<file path="src/design/mmcd_pkg.sv">
// Shared constants and types for the min/max column decimator.
`timescale 1ns / 1ps
`default_nettype none
package mmcd_pkg;

  // Configuration register indexes
  localparam int           CFG_IDX_BITS  = 2;
  localparam int           CFG_DATA_BITS = 32;
  localparam logic [1:0]   CFG_VIEW_MIN  = 2'd0;
  localparam logic [1:0]   CFG_SCALE     = 2'd1;
  localparam logic [1:0]   CFG_COLUMNS   = 2'd2;

  localparam int           POS_BITS      = 32;
  localparam int           INT_BITS      = 32;
  localparam int           COLS_BITS     = 13;

  localparam logic [31:0]  RESET_VIEW_MIN = 32'd0;
  localparam logic [31:0]  RESET_SCALE    = 32'd65536;
  localparam logic [12:0]  RESET_COLUMNS  = 13'd1024;
  localparam logic [31:0]  PEAK_FLOOR     = 32'd1;

  // Candidate result slots per transaction: closed run, then final run
  localparam int           SLOTS       = 8;
  localparam int           GROUP       = 4;
  localparam int           QUEUE_DEPTH = 4;

  typedef struct packed {
    logic [SLOTS-1:0] emit;
    logic             scan_last;
  } mmcd_ctl_t;

endpackage
`default_nettype wire

</file>
<file path="src/design/mmcd_emitter.sv">
// Back end: steps through the kept indices of each transaction into the output register.
`timescale 1ns / 1ps
`default_nettype none
module mmcd_emitter
  import mmcd_pkg::*;
#(
  parameter int INDEX_BITS = 24
) (
  input  wire logic                             clk,
  input  wire logic                             rst_n,
  input  wire logic                             q_valid_i,
  input  wire mmcd_ctl_t                        q_ctl_i,
  input  wire logic [SLOTS-1:0][INDEX_BITS-1:0] q_idx_i,
  input  wire logic [INT_BITS-1:0]              q_peak_i,
  output logic                                  pop_o,
  output logic                                  out_valid_o,
  input  wire logic                             out_stall_i,
  output logic [INDEX_BITS-1:0]                 out_index_o,
  output logic                                  out_run_end_o,
  output logic                                  out_scan_end_o,
  output logic [INT_BITS-1:0]                   out_peak_o
);

  logic                             job_valid_r;
  logic [SLOTS-1:0]                 rem_r;
  logic                             scan_last_r;
  logic [SLOTS-1:0][INDEX_BITS-1:0] idx_r;
  logic [INT_BITS-1:0]              peak_r;

  logic                  out_valid_r;
  logic [INDEX_BITS-1:0] out_index_r;
  logic                  out_run_end_r;
  logic                  out_scan_end_r;
  logic [INT_BITS-1:0]   out_peak_r;

  logic                  out_load;
  logic [SLOTS-1:0]      sel_oh;
  logic [SLOTS-1:0]      rem_clr;
  logic [INDEX_BITS-1:0] sel_idx;
  logic                  job_last;
  logic                  emit_now;
  logic                  job_done;

  assign out_load = !out_valid_r || !out_stall_i;
  assign sel_oh   = rem_r & (~rem_r + SLOTS'(1));
  assign rem_clr  = rem_r & ~sel_oh;
  assign job_last = (rem_clr == '0);
  assign emit_now = out_load && job_valid_r;
  assign job_done = emit_now && job_last;
  assign pop_o    = q_valid_i && (!job_valid_r || job_done);

  always_comb begin
    sel_idx = '0;
    for (int k = 0; k < SLOTS; k++) begin
      if (sel_oh[k]) begin
        sel_idx = idx_r[k];
      end
    end
  end

  always_ff @(posedge clk) begin
    if (!rst_n) begin
      job_valid_r <= 1'b0;
      out_valid_r <= 1'b0;
    end else begin
      if (pop_o) begin
        job_valid_r <= 1'b1;
      end else if (job_done) begin
        job_valid_r <= 1'b0;
      end
      if (out_load) begin
        out_valid_r <= job_valid_r;
      end
    end
  end

  always_ff @(posedge clk) begin
    if (pop_o) begin
      rem_r       <= q_ctl_i.emit;
      scan_last_r <= q_ctl_i.scan_last;
      idx_r       <= q_idx_i;
      peak_r      <= q_peak_i;
    end else if (emit_now) begin
      rem_r <= rem_clr;
    end
    if (emit_now) begin
      out_index_r    <= sel_idx;
      out_run_end_r  <= job_last;
      out_scan_end_r <= job_last && scan_last_r;
      out_peak_r     <= peak_r;
    end
  end

  assign out_valid_o    = out_valid_r;
  assign out_index_o    = out_index_r;
  assign out_run_end_o  = out_run_end_r;
  assign out_scan_end_o = out_scan_end_r;
  assign out_peak_o     = out_peak_r;

endmodule
`default_nettype wire

</file>
<file path="config.mk">
export PLATFORM = sky130hd
export DESIGN_NAME = mmcd_emitter
export DESIGN_NICKNAME = d
export VERILOG_FILES = /design/src/design/mmcd_pkg.sv /design/src/design/mmcd_emitter.sv
export SDC_FILE = /design/constraint.sdc
export NUM_CORES = 1
export LEC_CHECK = 0
export BUFFER_PORTS_ARGS = -buffer_cell sky130_fd_sc_hd__buf_2
export CAP_MARGIN = 0
export CORE_MARGIN = 3
export CORE_UTILIZATION = 50
export DETAILED_ROUTE_END_ITERATION = 12
export GPL_TIMING_DRIVEN = 1
export PLACE_DENSITY = 0.76
export SETUP_SLACK_MARGIN = 0.05
export SLEW_MARGIN = 10
export SYNTH_ARGS = -nofsm -noshare
export SYNTH_HDL_FRONTEND = slang
export SYNTH_SLANG_ARGS = --single-unit
</file>
<file path="constraint.sdc">
create_clock -name clk -period 21.6 [get_ports clk]
set_input_delay 4.32 -clock clk [delete_from_list [all_inputs] [get_ports clk]]
set_output_delay 4.32 -clock clk [all_outputs]
set_load 0.01 [all_outputs]
</file>
======== Yosys cells after proc, flatten, opt, wreduce, memory -nomap -nowiden ========
Index checks and enable logic that the tools add are counted.
cells by class
  add/sub/neg operators ................... 1
  muxes and demuxes ....................... 12
  bitwise gates (word level) .............. 4
  reduce and logical (&&, ||, !) cells .... 12
operator list
  kind                                         number
  2-to-1 mux 24 bit                            8
  bitwise AND 8 bit                            2
  2-to-1 mux 8 bit                             2
  NOT 8 bit                                    2
  adder 8 x 1 -> 8 bit, second input constant  1
  zero test 8 bit                              1
  logical AND 1 bit                            4
  nonzero test 2 bit                           2
  zero test 1 bit                              3
  logical OR 1 bit                             2
  2-to-1 mux 1 bit                             2
storage, ports and cells
  bits in registers ....................... 293
  output and inout bits ................... 60
  logic and storage cells ................. 46

======== Logic depth before layout (Yosys ltp) ========
Gate-level depths: netlist of run 1.
  word-level depth ........................ 11
  gate-level depth with buffers ........... 8

======== Worst setup path before layout of run 1 ========
OpenSTA, ideal clock, no wires.
  kind .................................... input port to output port
  from .................................... input port q_valid_i
  to ...................................... output port pop_o
  arrival ................................. 9079 ps
  required time ........................... 17280 ps
  slack ................................... 8201 ps
  stages .................................. 3
  path buffers ............................ 0
  cell sequence ........................... nor2b_1 > a31oi_4 > inv_1
on the way
  word-level cells in the longest chain between the ends .. 1
ends and longest elaborated chain
  what                line                text
  start: declaration  mmcd_emitter.sv:11  input wire logic q_valid_i,
  logical AND 1 bit   mmcd_emitter.sv:50  assign pop_o = q_valid_i && (!job_valid_r || job_done);
  end: declaration    mmcd_emitter.sv:15  output logic pop_o,
Every way passes these cells.

======== Worst setup path after layout of run 1 ========
Same ends and word-level chain as after synthesis.

==> results.yml, run 1 <==
detailed_routing:
  wirelength_mm: 26.9
  drt_pre_antenna_iters: 5
  dr.first_iter.drc_count: 538
  viasPerCell: 5.56
  detail_route.wl_per_cell_um: 20.6
  drcViolationCount: 0
  number_of_nets_with_antenna_violations_after_routing: 0
  dr_total_vias: 7260
clock_network:
  ctsRootBufferMaster: "sky130_fd_sc_hd__clkbuf_16"
  cts_inserted_buffers: 30
  h-tree-depth: 1
  ctsHoldBuffers: 0
  clock_path_buffers: 3
  cts_repair_resize_count: 0
  clock_network_latency_to_the_later_pin_of_the_worst_skew_pair_ps: 540
  clkSinkCount: 293
  tritoncts_clock_tree: "yes"
  cts.clk_slew.worst_paths_ps: 60
  buffers_inserted_by_post_cts_timing_repair: 0
die:
  std_cell_rows: 54
  die_y_um: 156
  initial_core_util_pct: 51.4
  die_w_um: 156
  pin_count: 297
  core_region_area_um2: 22000
  fp.dieArea_um2: 24500
global_routing:
  via_count_of_the_first_global_routing_pass: 7245
  antenna_found_initial: 4
  grt_use_total_pct: 21.1
  global_route_wire_length_before_repair_mm: 39.7
  global_route.overflow_total: 0
  grt_max_degree: 93
timing:
  fmaxAchievable_mhz: 100
  grt_setup_unrepaired: "no"
  min_period_over_period_pct: 46.2
  setup_tns_after_final_layout_ps: 0
  slew-limit-headroom_pct: 18.1
  final_number_of_setup_violating_endpoints: 0
  max_slew.worst_pin.slew_ps: 1230
  drv_slew: 0
  period_needed_ps: 9970
  timing.final.hold_violations: 0
  fin_worst_skew_ps: 13.0
synth:
  synth_seq_area_share_pct: 77.6
  post_synth_inst_count: 708
  synth_warnings: 0
  synth-seq-cells: 293
  number_of_distinct_standard_cells_referenced_by_the_synthesized_netlist: 36
  synth_area_um2: 11300
  synth.avg_cell_area_um2: 16.0
  syn_nets: 945
critical_path:
  critical-path-slowest-cell: "sky130_fd_sc_hd__a31oi_4"
  critical_path.cell_chain: "buf_2, nor2b_1, a31oi_4, inv_8, buf_2"
  critPathMaxFanout: 57
  crit_path_start_kind: "input port"
  worst-setup-path-type: "input port to primary output"
  critical_path.max_stage_delay_ps: 480
  arrival_ps: 5650
  crit_cells: 5
  crit_required_ps: 17280
  cp.buffers_inverters: 3
  crit_top_cell: "sky130_fd_sc_hd__buf_2"
  type_of_element_capturing_the_critical_path: "primary output"
  r2r.worst_path.cells: 6
  critPathTopFamily: "buffers and inverters"
layout:
  syn2layout_area_growth_pct: 24.4
  final_core_util_pct: 63.9
  layout.nets: 1236
  layout_cells_sized_above_1_pct: 37.8
pwr:
  p_clk_share_pct: 36.2
  p_leak_nw: 5.42
  power.ir.vdd_worst_v: 0.0000672
  p_int_mw: 1.08
  share_seq_of_total_power_pct: 49.7
  sw_frac_of_total_pct: 24.4
  comb_pwr_share_pct: 14.2
  net_switching_power_figure_mw: 0.348
  pwr_density_cell_nw_per_um2: 102
hold_path:
  min-delay-path-class: "flop to flop"
  hold_depth: 0
placement:
  routabilityCongestion: 0.829
  post-dp-hpwl_mm: 17.6
  port_buffers: 296
flow_run:
  timing.max_cap.violations: 0
status:
  status: "finished clean"
-- per-layer routing --
| metal | share of wire, % | GRT usage [%] | up-vias |
|---|---|---|---|
| met1 | 42 | 29.6 | 3484 |
| met5 | 0.030 | 0 | - |
| li1 | - | - | 3356 |
| met3 | 7.5 | 3.37 | 54 |
| met2 | 48 | 33.6 | 364 |
| met4 | 2.9 | 8.21 | 2 |
-- power by group through the flow --
| stage | Sequential [mW] | Combinational [mW] | Clock [mW] |
|---|---|---|---|
| floorplan | 0.729 | 0.119 | 0 |
| global placement | 0.720 | 0.197 | 0 |
| detailed placement | 0.722 | 0.201 | 0 |
| CTS | 0.710 | 0.203 | 0.528 |
| global route | 0.714 | 0.221 | 0.553 |
| finish | 0.710 | 0.202 | 0.517 |
-- path summary, 6_finish.rpt --
path	to	start	slack, ps
hold reg to reg	out_peak_o[19]$_DFFE_PP_	peak_r[19]$_DFFE_PP_	420
setup / recovery	pop_o	q_valid_i	11630
setup reg to reg	idx_r[18]$_DFFE_PP_	rem_r[0]$_SDFFCE_PN0P_	17370
hold / removal	out_peak_o[19]$_DFFE_PP_	peak_r[19]$_DFFE_PP_	420
-- cells in the final DEF, fill, tap and decap left out, drive strengths merged, types with 3 or more instances in the layout --
master    count
a21oi        32
buf         305
a311o        23
edfxtp      291
mux2i         5
inv          33
nand2       104
nand2b        3
nor2          3
a31oi        24
clkinvlp      3
o221a        23
o22a         23
clkinv       16
or4           3
bufinv        4
clkbuf       32
nor2b        27
a221oi       23
o21ai         3
diode         3
a21o         23
-- through the flow --
stage / cell area, um^2 / power [mW] / worst slack, ps / hold WS [ps] / cells
finish: 14100 / 1.43 / 11630 / 418 / 1306
global route: 14100 / 1.49 / 11580 / 425 / 1306
CTS: 14100 / 1.44 / 11630 / 419 / 1303
detailed placement: 13100 / 0.923 / 11640 / 405 / 1247
global placement: 13100 / 0.917 / 11670 / 400 / 1247
floorplan: 11300 / 0.848 / 8200 / 400 / 708
-- state kept, by name (all words and copies together), names as in the netlist --
name / flops
idx_r: 192
out_peak_o: 32
peak_r: 32
out_index_o: 24
rem_r: 8
job_valid_r: 1
out_run_end_o: 1
out_scan_end_o: 1
out_valid_o: 1
scan_last_r: 1
-- cell usage after synthesis (all sizes together) --
| cell type | n | share of area [%] |
|---|---|---|
| edfxtp | 291 | 77 |
| nand2 | 104 | 3.5 |
| clkbuf | 41 | 1.4 |
| a21oi | 32 | 1.4 |
| inv | 32 | 1.1 |
| nor2b | 27 | 1.5 |
| a31oi | 24 | 1.5 |
| a21o | 23 | 1.5 |
| a221oi | 23 | 1.8 |
| a311o | 23 | 2.0 |
| o221a | 23 | 2.3 |
| o22a | 23 | 1.8 |
| buf | 5 | 0.18 |
| mux2i | 5 | 0.44 |
| nand2b | 3 | 0.17 |
| nor2 | 3 | 0.10 |
| o21ai | 3 | 0.13 |
| or4 | 3 | 0.27 |
| a211o | 2 | 0.15 |
| and2 | 2 | 0.11 |
| dfxtp | 2 | 0.35 |
| mux2 | 2 | 0.27 |
| or2 | 2 | 0.11 |
| a21boi | 1 | 0.066 |
| a2bb2oi | 1 | 0.23 |
| a41o | 1 | 0.088 |
| and3 | 1 | 0.055 |
| nand3b | 1 | 0.066 |
| nor3 | 1 | 0.044 |
| nor4 | 1 | 0.055 |
| o21a | 1 | 0.066 |
| o221ai | 1 | 0.077 |
| or3 | 1 | 0.055 |
-- area by class of cell --
class / count / area, um^2
fill: 1639 / 7960
clock inverter: 24 / 229
multi-input combinational: 337 / 2240
sequential: 293 / 8780
tap: 280 / 350
inverter: 32 / 128
antenna: 3 / 7.51
timing repair buffer: 305 / 1550
clock buffer: 32 / 779
-- cells by family (layout without fill, tap and decap cells) --
logic type	count (synthesis)	after routing	synth area share [%]
compound gates	181	181	13.1
other cells	0	3	0
simple gates	149	149	5.97
buf+inv	78	393	2.60
mux	7	7	0.708
flops	293	293	77.6
(Power assumes the default switching activity.)
==> inputs of run 2 (changes only) <==
ABC_AREA = 1   (was not set)
PLACE_DENSITY = 0.77   (was 0.76)
clock period = 9.89 ns   (was 21.6 ns; I/O delays follow)
==> run 2 against run 1 <==
Against the previous run:
- sequential share of layout area rose by 4.5 points
- sequential power is 110% higher
- synthesized cell count decreased by 6.6%
- largest cell class unchanged
- largest power group unchanged
==> results.yml, run 2 <==
clock_network:
  cts.clk_slew.worst_paths_ps: 60
  cts_repair_resize_count: 0
  clock_path_buffers: 3
  h-tree-depth: 1
  ctsRootBufferMaster: "sky130_fd_sc_hd__clkbuf_16"
  clock_network_latency_to_the_later_pin_of_the_worst_skew_pair_ps: 540
  ctsHoldBuffers: 0
  cts_inserted_buffers: 29
  clkSinkCount: 293
  tritoncts_clock_tree: "yes"
  buffers_inserted_by_post_cts_timing_repair: 0
synth:
  synthDominantAreaCellType: "sky130_fd_sc_hd__edfxtp_1"
  synth_seq_area_share_pct: 84.0
  synth-seq-cells: 293
  number_of_distinct_standard_cells_referenced_by_the_synthesized_netlist: 22
  synth-edff-count: 291
  fraction_of_registers_with_async_set_or_reset_after_synthesis_pct: 0
  synth.avg_cell_area_um2: 15.8
  post_synth_inst_count: 661
  synth_area_leaders: "sky130_fd_sc_hd__edfxtp_1 84%, sky130_fd_sc_hd__nand2_1 6.0%, sky130_fd_sc_hd__nand3_1 2.8%, sky130_fd_sc_hd__nand4_1 1.5%, sky130_fd_sc_hd__a21oi_1 1.2%"
  syn_nets: 898
  synth_most_common_cell: "sky130_fd_sc_hd__edfxtp_1"
  yosys.area.top_type_share_pct: 83.7
  ys_dominant_reg_cell: "sky130_fd_sc_hd__edfxtp_1"
  synth_warnings: 0
  synth_area_um2: 10400
  synth_common_cells: "291 x sky130_fd_sc_hd__edfxtp_1, 167 x sky130_fd_sc_hd__nand2_1, 58 x sky130_fd_sc_hd__nand3_1, 25 x sky130_fd_sc_hd__a21oi_1, 25 x sky130_fd_sc_hd__nand4_1"
detailed_routing:
  top_layer_used: "met5"
  number_of_nets_with_antenna_violations_after_routing: 0
  dr.first_iter.drc_count: 400
  dr_total_vias: 6505
  viasPerCell: 5.14
  detail_route.wl_per_cell_um: 18.9
  wirelength_mm: 23.9
  routed-wl-met3_mm: 2.58
  drt_pre_antenna_iters: 5
  wl_met2_mm: 12.0
  drcViolationCount: 0
  met1Wirelength_mm: 8.58
die:
  core_region_area_um2: 20400
  pin_count: 297
  die_w_um: 151
  initial_core_util_pct: 51.3
  std_cell_rows: 52
  die_y_um: 151
  fp.dieArea_um2: 22700
layout:
  finish.cell_count_without_fillers: 1265
  layout_common_cells: "296 x sky130_fd_sc_hd__buf_2, 291 x sky130_fd_sc_hd__edfxtp_1, 167 x sky130_fd_sc_hd__nand2_1, 57 x sky130_fd_sc_hd__nand3_1, 29 x sky130_fd_sc_hd__clkbuf_16"
  fillers: 1420
  top_register_by_number_of_flip_flops: "idx_r"
  largest_register_ffs: 192
  design_area_um2: 13100
  syn2layout_area_growth_pct: 25.6
  layout_cells_sized_above_1_pct: 35.9
  layout.nets: 1207
  layout_commonest_cell: "sky130_fd_sc_hd__buf_2"
critical_path:
  regToRegSetupSlack_ps: 6110
  r2r-start: "rem_r[1]$_DFFE_PP_"
  worst-setup-path-type: "flop to primary output"
  type_of_element_capturing_the_critical_path: "primary output"
  critPathMaxFanout: 77
  crit_required_ps: 7910
  r2r.worst_path.cells: 10
  arrival_ps: 3240
  crit_path_start_kind: "flop"
  rr_endpoint: "peak_r[1]$_DFFE_PP_"
global_routing:
  global_route.overflow_total: 0
  antenna_found_initial: 7
  grt_use_total_pct: 20.6
  via_count_of_the_first_global_routing_pass: 6499
  grt_max_degree: 86
  global_route_wire_length_before_repair_mm: 35.1
status:
  status: "finished clean"
pwr:
  pwr_density_cell_nw_per_um2: 211
  p_leak_nw: 5.18
  power.ir.vdd_worst_v: 0.000159
flow_run:
  timing.max_cap.violations: 0
timing:
  timing.hold.ws_ps: 415
  min_period_over_period_pct: 52.8
  period_needed_ps: 5220
  final_number_of_setup_violating_endpoints: 0
  drv_slew: 0
  setup_tns_after_final_layout_ps: 0
  grt_setup_unrepaired: "no"
  slew-limit-headroom_pct: 17.9
  timing.final.hold_violations: 0
  fin_worst_skew_ps: 22.1
  max_slew.worst_pin.slew_ps: 1230
  fmaxAchievable_mhz: 192
placement:
  post-dp-hpwl_mm: 16.3
  routabilityCongestion: 0.843
  port_buffers: 296
  dp.cells: 1209
  post_dp_cell_area_um2: 12200
hold_path:
  min-delay-path-class: "flop to flop"
  hold_path.startpoint: "peak_r[17]$_DFFE_PP_"
  hold_depth: 0
  holdPathEnd: "out_peak_o[17]$_DFFE_PP_"
-- run 2: worst max-delay path, stage by stage (launching register included) --
cell,delay [ps]
sky130_fd_sc_hd__edfxtp_1,860
sky130_fd_sc_hd__nor2_8,320
sky130_fd_sc_hd__nand3b_1,150
sky130_fd_sc_hd__nand2_1,110
sky130_fd_sc_hd__inv_1,60
sky130_fd_sc_hd__nor2_1,130
sky130_fd_sc_hd__nand3_1,130
sky130_fd_sc_hd__nand2_4,140
sky130_fd_sc_hd__nand2_4,110
sky130_fd_sc_hd__inv_8,380
sky130_fd_sc_hd__buf_2,230
-- run 2: where the power goes --
part | leakage (nW) | internal (mW) | switching [mW]
clock network | 0.435 | 0.587 | 0.436
registers | 2.79 | 1.48 | 0.0340
logic | 1.95 | 0.0846 | 0.152
total | 5.18 | 2.15 | 0.622
-- run 2: through the flow --
stage | util, % | power, mW | setup WS, ps
2_1_floorplan | - | 1.66 | 1120
3_3_place_gp | 60.0 | 1.77 | 4720
3_5_place_dp | 60.0 | 1.78 | 4680
4_1_cts | 64.4 | 2.80 | 4680
5_1_grt | 64.4 | 2.88 | 4430
6_report | 64.5 | 2.77 | 4670
-- run 2: kinds of logic (layout without fill, tap and decap cells) --
group	after synthesis	count (layout)	share of synthesized area (%)
buffers and inverters	44	375	1.87
AND/OR/NAND/NOR	273	273	11.6
other	0	3	0
AO/OA/AOI/OAI	51	51	2.47
flip-flops	293	293	84.0
-- run 2: final cells by class --
cell class,count,area (um^2),area share (%)
Clock inverter,20,149,1.13
Sequential cell,293,8780,66.9
Inverter,20,82.6,0.629
Timing Repair Buffer,302,1530,11.6
Clock buffer,33,741,5.64
Multi-Input combinational cell,324,1500,11.4
Tap cell,270,338,2.57
Antenna cell,3,7.51,0.0572
-- run 2: worst max path at each step --
stage | from | end | slack [ps] | cells past startpoint
global placement | out_stall_i | pop_o | 4720 | 7
floorplan | out_stall_i | pop_o | 1120 | 5
detailed placement | out_stall_i | pop_o | 4680 | 7
finish | rem_r[1]$_DFFE_PP_ | pop_o | 4670 | 10
CTS | out_stall_i | pop_o | 4680 | 7
global route | rem_r[1]$_DFFE_PP_ | pop_o | 4430 | 10
-- run 2: metal layers --
metal  track usage [%]  vias to the layer above
li1                  -                     3053
met1              24.9                     3039
met2              35.7                      343
met3              6.44                       60
met4              6.13                       10
met5                 0                        -
==> inputs of run 3 (changes only) <==
clock period = 5 ns   (was 9.89 ns; I/O delays follow)
==> run 3 against run 2 <==
Against the previous run:
- clock power is 110% higher
- first-iteration DRC count up 19%
- combinational power up 100%
- non-clock buffer count did not move
- critical path depth did not move
- cell count increased by 0.32%
==> results.yml, run 3 (synthesis gave the netlist of run 2 again) <==
layout:
  syn2layout_area_growth_pct: 26.5
  layout.nets: 1208
  layout_common_cells: "296 x sky130_fd_sc_hd__buf_2, 291 x sky130_fd_sc_hd__edfxtp_1, 166 x sky130_fd_sc_hd__nand2_1, 56 x sky130_fd_sc_hd__nand3_1, 31 x sky130_fd_sc_hd__clkbuf_16"
  fillers: 1461
  layout_cells_sized_above_1_pct: 36.2
  finish.cell_count_without_fillers: 1269
  top_register_by_number_of_flip_flops: "idx_r"
  design_area_um2: 13200
  largest_register_ffs: 192
  layout_commonest_cell: "sky130_fd_sc_hd__buf_2"
pwr:
  comb_pwr_share_pct: 8.5
  p_int_mw: 4.33
  p_leak_nw: 5.21
  pnr_total_power_mw: 5.57
  power.ir.vdd_worst_v: 0.000311
  p_clk_share_pct: 37.7
  pwr_density_cell_nw_per_um2: 422
  share_seq_of_total_power_pct: 53.8
  sw_frac_of_total_pct: 22.2
  net_switching_power_figure_mw: 1.24
critical_path:
  type_of_element_capturing_the_critical_path: "primary output"
  crit_top_cell: "sky130_fd_sc_hd__nand2_4"
  critPathMaxFanout: 28
  crit_required_ps: 4000
  critical-path-slowest-cell: "sky130_fd_sc_hd__edfxtp_1"
  worst-setup-path-type: "flop to primary output"
  critical_path.cell_chain: "nor2_8, nand2_2, nand2_1, nand3_1, nor2_1, nand3_4, nand2_4, nand2_4, clkinvlp_4, buf_2"
  critical_path.max_stage_delay_ps: 870
  crit_path_start_kind: "flop"
  regToRegSetupSlack_ps: 1660
  arrival_ps: 2930
global_routing:
  grt_use_total_pct: 21.6
  global_route.overflow_total: 0
  antenna_found_initial: 5
  global_route_wire_length_before_repair_mm: 36.6
  grt_max_degree: 160
  via_count_of_the_first_global_routing_pass: 6769
clock_network:
  clock_path_buffers: 3
  ctsRootBufferMaster: "sky130_fd_sc_hd__clkbuf_16"
  ctsHoldBuffers: 0
  clock_network_latency_to_the_later_pin_of_the_worst_skew_pair_ps: 540
  cts_repair_resize_count: 0
  tritoncts_clock_tree: "yes"
  h-tree-depth: 1
  buffers_inserted_by_post_cts_timing_repair: 0
  cts.clk_slew.worst_paths_ps: 60
  cts_inserted_buffers: 30
  clkSinkCount: 293
die:
  fp.dieArea_um2: 22700
  die_w_um: 151
  std_cell_rows: 52
  initial_core_util_pct: 51.3
  core_region_area_um2: 20400
  die_y_um: 151
  pin_count: 297
placement:
  dp.cells: 1209
  routabilityCongestion: 0.818
  post_dp_cell_area_um2: 12300
  port_buffers: 296
  post-dp-hpwl_mm: 17.3
timing:
  fmaxAchievable_mhz: 254
  final_number_of_setup_violating_endpoints: 0
  setup_tns_after_final_layout_ps: 0
  fin_worst_skew_ps: 7.65
  timing.final.hold_violations: 0
  slew-limit-headroom_pct: 18.6
  grt_setup_unrepaired: "no"
  max_slew.worst_pin.slew_ps: 1220
  timing.hold.ws_ps: 416
  drv_slew: 0
  period_needed_ps: 3930
  min_period_over_period_pct: 78.7
detailed_routing:
  drcViolationCount: 0
  dr.first_iter.drc_count: 476
  wirelength_mm: 25.1
  drt_pre_antenna_iters: 5
  number_of_nets_with_antenna_violations_after_routing: 0
  detail_route.wl_per_cell_um: 19.8
  dr_total_vias: 6584
  viasPerCell: 5.19
hold_path:
  min-delay-path-class: "flop to flop"
flow_run:
  timing.max_cap.violations: 0
status:
  status: "finished clean"
## run 3: worst paths after layout
| kind | end | start | depth (start not counted) |
|---|---|---|---|
| worst min-delay path | out_peak_o[20]$_DFFE_PP_ | peak_r[20]$_DFFE_PP_ | 0 |
| worst max-delay path | pop_o | rem_r[0]$_SDFFCE_PN0P_ | 10 |
| worst min register to register | out_peak_o[20]$_DFFE_PP_ | peak_r[20]$_DFFE_PP_ | 0 |
| worst max register to register | idx_r[23]$_DFFE_PP_ | rem_r[0]$_SDFFCE_PN0P_ | 10 |
## run 3: power by group through the flow
stage               clock [mW]  sequential (mW)  combinational (mW)
floorplan                    0             3.05               0.231
global placement             0             3.04               0.464
detailed placement           0             3.05               0.477
CTS                       2.16             3.00               0.481
global route              2.25             3.01               0.527
finish                    2.10             3.00               0.473
## run 3: through the flow
stage          worst slack (ps)  utilization, %
5_1_grt                     834            64.8
4_1_cts                    1040            64.8
6_report                   1070            64.9
2_1_floorplan              -120               -
3_5_place_dp               1630            60.2
3_3_place_gp               1730            60.2
## run 3: metal layers
layer | part of all wire (%) | vias to the layer above | wire length [um] | track usage, %
met5 | 0.14 | - | 34 | 0
met4 | 3.6 | 6 | 892 | 7.78
met3 | 12 | 72 | 3070 | 7.53
met2 | 48 | 369 | 12200 | 36.2
met1 | 36 | 3079 | 8920 | 26.2
li1 | - | 3058 | - | -
## run 3: final cells by class
class / count / area (um^2) / share of cell area (%)
multi-input cells: 324 / 1530 / 11.6
well taps: 270 / 338 / 2.56
diodes: 5 / 12.5 / 0.0947
repair buffers: 302 / 1540 / 11.6
inverters: 20 / 78.8 / 0.596
clock inverters: 15 / 128 / 0.966
clock buffers: 40 / 810 / 6.13
flip-flops and latches: 293 / 8780 / 66.4
## run 3: worst max-delay path, delay by kind of cell (launching register included)
kind          cells  cell delay, ps
simple gates      8            1220
flops             1             870
buf+inv           2             300
